<file path="config.mk">
export PLATFORM = sky130hd
export DESIGN_NAME = dtpw_zquant
export DESIGN_NICKNAME = d
export VERILOG_FILES = /design/src/dtpw_pkg.sv /design/src/dtpw_zquant.sv
export SDC_FILE = /design/constraint.sdc
export NUM_CORES = 1
export LEC_CHECK = 0
export ABC_AREA = 1
export BUFFER_PORTS_ARGS = -buffer_cell sky130_fd_sc_hd__buf_2
export CORE_MARGIN = 3
export CORE_UTILIZATION = 40
export DETAILED_ROUTE_END_ITERATION = 16
export SYNTH_ARGS = -nofsm -noshare
export SYNTH_HDL_FRONTEND = slang
export SYNTH_SLANG_ARGS = --single-unit
export TNS_END_PERCENT = 20
</file>
<file path="constraint.sdc">
create_clock -name i_clk -period 4.3 [get_ports i_clk]
set_input_delay 0 -clock i_clk [delete_from_list [all_inputs] [get_ports i_clk]]
set_output_delay 0 -clock i_clk [all_outputs]
set_load 0.005 [all_outputs]
</file>
<file path="src/dtpw_pkg.sv">
package dtpw_pkg;

    localparam int MAX_WIDTH_DEF  = 512;
    localparam int MAX_HEIGHT_DEF = 512;
    localparam int DEPTH_ONE_DEF  = 16384;

    localparam int KIND_W     = 2;
    localparam int COORD_W    = 16;
    localparam int CHAN_W     = 8;
    localparam int STATUS_W   = 2;
    localparam int COLOUR_W   = 32;
    localparam int DEPTH_W    = 8;
    localparam int CNT_W      = 32;
    localparam int CFG_IDX_W  = 2;
    localparam int CFG_DATA_W = 10;

    typedef logic [KIND_W-1:0]     t_kind;
    typedef logic [STATUS_W-1:0]   t_status;
    typedef logic [CFG_IDX_W-1:0]  t_cfg_idx;
    typedef logic [CFG_DATA_W-1:0] t_cfg_data;

    localparam t_kind KIND_CLEAR = 2'd0;
    localparam t_kind KIND_PIXEL = 2'd1;
    localparam t_kind KIND_READ  = 2'd2;

    localparam t_status STATUS_WRITTEN  = 2'd0;
    localparam t_status STATUS_OUTSIDE  = 2'd1;
    localparam t_status STATUS_OCCLUDED = 2'd2;
    localparam t_status STATUS_DONE     = 2'd3;

    localparam t_cfg_idx CFG_FRAME_W = 2'd0;
    localparam t_cfg_idx CFG_FRAME_H = 2'd1;

    localparam t_cfg_data SCREEN_SIZE_RESET = 10'd512;

    localparam logic [COLOUR_W-1:0] OPAQUE_BLACK = 32'h0000_00FF;
    localparam logic [DEPTH_W-1:0]  DEPTH_FAR    = 8'hFF;

    typedef struct packed {
        t_kind                     kind;
        logic signed [COORD_W-1:0] pixel_x;
        logic signed [COORD_W-1:0] pixel_y;
        logic signed [COORD_W-1:0] depth_in;
        logic [CHAN_W-1:0]         red_in;
        logic [CHAN_W-1:0]         green_in;
        logic [CHAN_W-1:0]         blue_in;
        logic [CHAN_W-1:0]         alpha_in;
    } t_in_item;

    typedef struct packed {
        t_status             status;
        logic [COLOUR_W-1:0] read_colour;
        logic [DEPTH_W-1:0]  read_depth;
        logic [CNT_W-1:0]    outside_count;
        logic [CNT_W-1:0]    occluded_count;
    } t_out_item;

    // bits of (z + one) * 255, with z + one in [0, 2 * one]
    function automatic int num_width(input int depth_one);
        return $clog2(2 * depth_one + 1) + DEPTH_W;
    endfunction

endpackage

</file>
<file path="src/dtpw_zquant.sv">
module dtpw_zquant #(
    parameter int DEPTH_ONE = dtpw_pkg::DEPTH_ONE_DEF
) (
    input  logic                                        i_clk,
    input  logic signed [dtpw_pkg::COORD_W-1:0]         i_depth,
    output logic [dtpw_pkg::num_width(DEPTH_ONE)-1:0]   o_num,
    output logic [dtpw_pkg::DEPTH_W-1:0]                o_q
);

    localparam int NUM_W   = dtpw_pkg::num_width(DEPTH_ONE);
    localparam int DEN     = 2 * DEPTH_ONE;
    localparam int SUM_W   = $clog2(DEN + 1);
    localparam int SHIFT   = NUM_W;
    localparam int RECIP   = (2 ** SHIFT) / DEN;
    localparam int RECIP_W = $clog2(RECIP + 1);
    localparam int PROD_W  = NUM_W + RECIP_W;
    localparam int DW      = dtpw_pkg::DEPTH_W;
    localparam logic signed [dtpw_pkg::COORD_W:0] ONE_S = (dtpw_pkg::COORD_W + 1)'(DEPTH_ONE);

    logic signed [dtpw_pkg::COORD_W:0] sum_s;
    logic [PROD_W-1:0]                 prod;
    logic [NUM_W-1:0]                  rem;

    logic [NUM_W-1:0] r_num1;
    logic [NUM_W-1:0] r_num2;
    logic [DW-1:0]    r_q0;
    logic [NUM_W-1:0] r_num3;
    logic [DW-1:0]    r_q;

    // shift to [0, 2*one], scale by 255
    assign sum_s = {i_depth[dtpw_pkg::COORD_W-1], i_depth} + ONE_S;

    // quotient estimate by reciprocal, never above the true one and at most one below
    assign prod = PROD_W'(r_num1) * PROD_W'(RECIP);

    assign rem = r_num2 - NUM_W'(r_q0) * NUM_W'(DEN);

    always_ff @(posedge i_clk) begin
        r_num1 <= NUM_W'(sum_s[SUM_W-1:0]) * NUM_W'(255);
        r_num2 <= r_num1;
        r_q0   <= DW'(prod >> SHIFT);
        r_num3 <= r_num2;
        r_q    <= r_q0 + {{(DW-1){1'b0}}, (rem >= NUM_W'(DEN))};
    end

    assign o_num = r_num3;
    assign o_q   = r_q;

endmodule

</file>
-- After elaboration in Yosys (flattened, before gate mapping)
Index checks and enable logic that the tools add are counted.
- add/subtract/negate cells: 3
- reductions and logical operators: 0
- equal/unequal tests: 0
- divide/modulo/power cells: 0
- $lt $le $gt $ge: 1
- mux-type cells: 0
- multiply operators: 1
- shifts and indexed selects: 0
- bitwise logic cells: 0
- operators by type and width (operator ; count):
    $ge A24 B16 Y1 const B ; 1
    $mul A16 B8 Y24 const B ; 1
    $sub A24 B23 Y24 ; 1
    $add A16 B16 Y16 const B ; 1
    $add A8 B1 Y8 ; 1
- memory bits (writable): 0
- word-level logic and storage cells: 10
- memories kept: 0
- bits in read-only memories: 0
- bits in latches: 0
- bits in registers: 88

-- Longest topological paths before layout
- depth in word-level cells: 3
- gate-level depth with buffers: 19
- gate-level depth less buffers: 19

-- Worst setup path before layout
OpenSTA, ideal clock, no wires.
- path kind: input-to-reg
- start point: in i_depth[14] in the netlist's numbering
- end point: reg r_num1[22]
- setup time: 113 ps
- arrival time: 3530 ps
- cell stages on the path: 19
- path buffers: 0
- required time: 4187 ps
- slack: 658 ps
- cells stage by stage: inv_1 ha_1 xnor2_1 xor2_1 inv_1 fa_1 inv_1 fa_1 fa_1 inv_1 ha_1 nand2_1 inv_1 nand2_1 nand2_1 a21oi_1 nand3_1 nand2_1 nand2_1
- longest elaborated chain between the ends: 2
- ends and longest elaborated chain (what ; line ; RTL):
    start, declared ; dtpw_zquant.sv:5 ; input logic signed [dtpw_pkg::COORD_W-1:0] i_depth,
    $add A16 B16 Y16 ; dtpw_zquant.sv:31 ; assign sum_s = {i_depth[dtpw_pkg::COORD_W-1], i_depth} + ONE_S;
    $mul A16 B8 Y24 ; dtpw_zquant.sv:39 ; r_num1 <= NUM_W'(sum_s[SUM_W-1:0]) * NUM_W'(255);
    end signal, assigned ; dtpw_zquant.sv:39 ;
    end, declared ; dtpw_zquant.sv:24 ; logic [NUM_W-1:0] r_num1;
No other way between the ends.

-- Worst setup path in the final report
- start point: in i_depth[0] in the netlist's numbering
- end point: reg r_num1[16]
The elaborated chain is that of the path after synthesis.

==> results.sh <==
export IMPL_status="finished clean"
export IMPL_area_delta_synth_final_pct=15.5
export IMPL_rsz0062_at_grt="false"
export IMPL_yosys_warnings=0
export IMPL_die_h_um=120
export IMPL_floorplan_core_area_um2=12700
export IMPL_avgViaCountPerCell=4.21
export IMPL_cts_sinks=80
export IMPL_clk_latency_ns=0.32
export IMPL_htree_levels=3
export IMPL_period_share_pct=91.9
export IMPL_num_vias=3449
export IMPL_final_max_slew_viol_count=0
export IMPL_synthTopCellsByArea="dfxtp_1, fa_1, inv_1"
export IMPL_crit_required_ns=4.51
export IMPL_worstMarginPinSlew_ns=0.289
export IMPL_routed_wl_um=9090
export IMPL_synthFlopType="dfxtp_1"
export IMPL_yosysTopAreaCellShare_pct=30.8
export IMPL_layout_commonest_cell="inv_1"
export IMPL_cts_buffers_inserted=9
export IMPL_drv_cap=0
export IMPL_cp_cell_sequence="dlygate4sd3_1, buf_2, fa_1, fa_1, fa_1, inv_1, fa_1, inv_1, ha_1, nand2_1, nand2_1, inv_1, nand2_1, o21ai_0, nand2_1, nand2_1, nand2_1"
export IMPL_io_pins=49
export IMPL_nets=771
export IMPL_syn_nets=710
export IMPL_min_period_ns=3.95
export IMPL_place_congestion=0.855
export IMPL_regArea_um2=1600
export IMPL_clkTransAtPathRegs_ns=0.05
export IMPL_grt_max_degree=13
export IMPL_ys_ff_latch=80
export IMPL_drive_gt1_share_pct=12.2
export IMPL_grt_overflow=0
export IMPL_grtUsageTotal_pct=14.0
export IMPL_cp_max_fo=5
export IMPL_cpMostUsedCell="nand2_1"
export IMPL_critPathLaunchType="input pin"
export IMPL_async_reset_ff_share_pct=0
export IMPL_yosys_area_top_type="dfxtp_1"
export IMPL_routedWlPerCell_um=11.1
export IMPL_cts_tree="built"
export IMPL_die_area_um2=14400
export IMPL_first_iter_violations=126
export IMPL_yosysSeqAreaShare_pct=30.8
export IMPL_fin_worst_skew_ns=0.00318
export IMPL_path_class="in -> reg"
export IMPL_postCtsSetupBuffers=0
export IMPL_synth_cell_types=22
export IMPL_avgSynthCellArea_um2=8.95
export IMPL_synth_edf_count=0
export IMPL_grt_pass1_vias=3623
export IMPL_place_ws_ns=0.311
export IMPL_fin_ws_ns=0.348
export IMPL_antenna_found_initial=0
export IMPL_grt_first_pass_wirelength_um=16300
export IMPL_port_buffer_count=48
export IMPL_setup_viol_count_final=0
export IMPL_hp_start="i_depth[1]"
export IMPL_hold_class="in -> reg"
export IMPL_post_cts_resized=0
export IMPL_critPathCaptureType="flop"
export IMPL_drtPass1Iterations=4
export IMPL_dp_hpwl_um=8080
export IMPL_start_util_pct=41.0
export IMPL_critPathSlowestCell="fa_1"
export IMPL_mappedNetlistArea_um2=5200
export IMPL_maxSlewHeadroom_pct=80.6
export IMPL_r2r_start="r_q0[0]"
export IMPL_fmax_mhz=253
export IMPL_nFillCells=1264
export IMPL_multiInputGateArea_um2=2960
export IMPL_arrival_ns=4.17
export IMPL_antenna_left=0
export IMPL_fin_area_um2=6010
export IMPL_ctsHoldBuffers=1
export IMPL_worstSetupStartpoint="i_depth[0]"
export IMPL_hold_viol_final=0
export IMPL_place_area_um2=5660
export IMPL_clock_root_buffer="clkbuf_16"
export IMPL_drc=0
export IMPL_core_rowCount=41
export IMPL_post_place_cells=802
export IMPL_tns_ns=0
export IMPL_layout_common_cells="inv_1, nand2_1, dfxtp_1"
export IMPL_die_w_um=120
export IMPL_final_cells=819
export IMPL_clock_path_buffers=2
export IMPL_syn_inst=581
export IMPL_antenna_cells=0
export IMPL_slowest_delay_ns=0.65
## Yosys cell counts, types with 4 or more instances
library cell	count
nor2_1	22
nor3_1	6
xnor2_1	6
a21oi_1	13
dfxtp_1	80
nand2_1	110
o21bai_1	4
nand2_2	7
nor2_2	4
ha_1	45
inv_1	169
nand3_1	23
xor2_1	14
fa_1	67
## state kept, by name, indices dropped and copies added, names as in the netlist
name    cells
r_q0        7
o_num      24
r_num2     17
o_q         8
r_num1     24
## worst paths after layout
kind	endpoint	cells past startpoint	slack [ns]
setup / recovery	r_num1[16]	17	0.35
hold reg to reg	r_num2[8]	0	0.32
setup reg to reg	o_q[7]	5	3.03
hold / removal	r_num1[1]	2	0.08
## per-stage QoR
step | util (%) | hold slack (ns)
3_3_place_gp | 44.7 | 0.196
5_1_grt | 47.4 | 0.0908
3_5_place_dp | 44.7 | 0.213
4_1_cts | 47.4 | 0.0583
2_1_floorplan | - | 0.0277
6_report | 47.4 | 0.0756
## area by class of cell
class / instances / share of cell area, %
Timing Repair Buffer: 50 / 4.29
Inverter: 170 / 10.6
Sequential cell: 80 / 26.7
Tap cell: 172 / 3.58
Clock buffer: 14 / 4.56
Multi-Input combinational cell: 331 / 49.3
Clock inverter: 2 / 1.00
## routing by layer
metal	global-route usage, %	vias up	routed length [um]
met5	0	-	0
met4	4.51	0	122
met3	2.31	8	299
met2	23.4	56	4210
met1	18.7	1580	4460
li1	-	1805	-
## worst max-delay path, delay by kind of cell
family / cells / cell delay, ns
simple gates: 6 / 0.46
compound gates: 1 / 0.27
fa+ha+maj: 5 / 2.56
buf+inv: 5 / 0.87
## logic make-up after synthesis
family / share of synthesized area [%]
buf+inv: 12.3
flops: 30.8
compound gates: 2.17
simple gates: 14.8
fa+ha+maj: 36.6
xor+xnor: 3.37
Power is not shown: default switching activity piles up to over one toggle a cycle in this logic, so the estimate is an artifact.
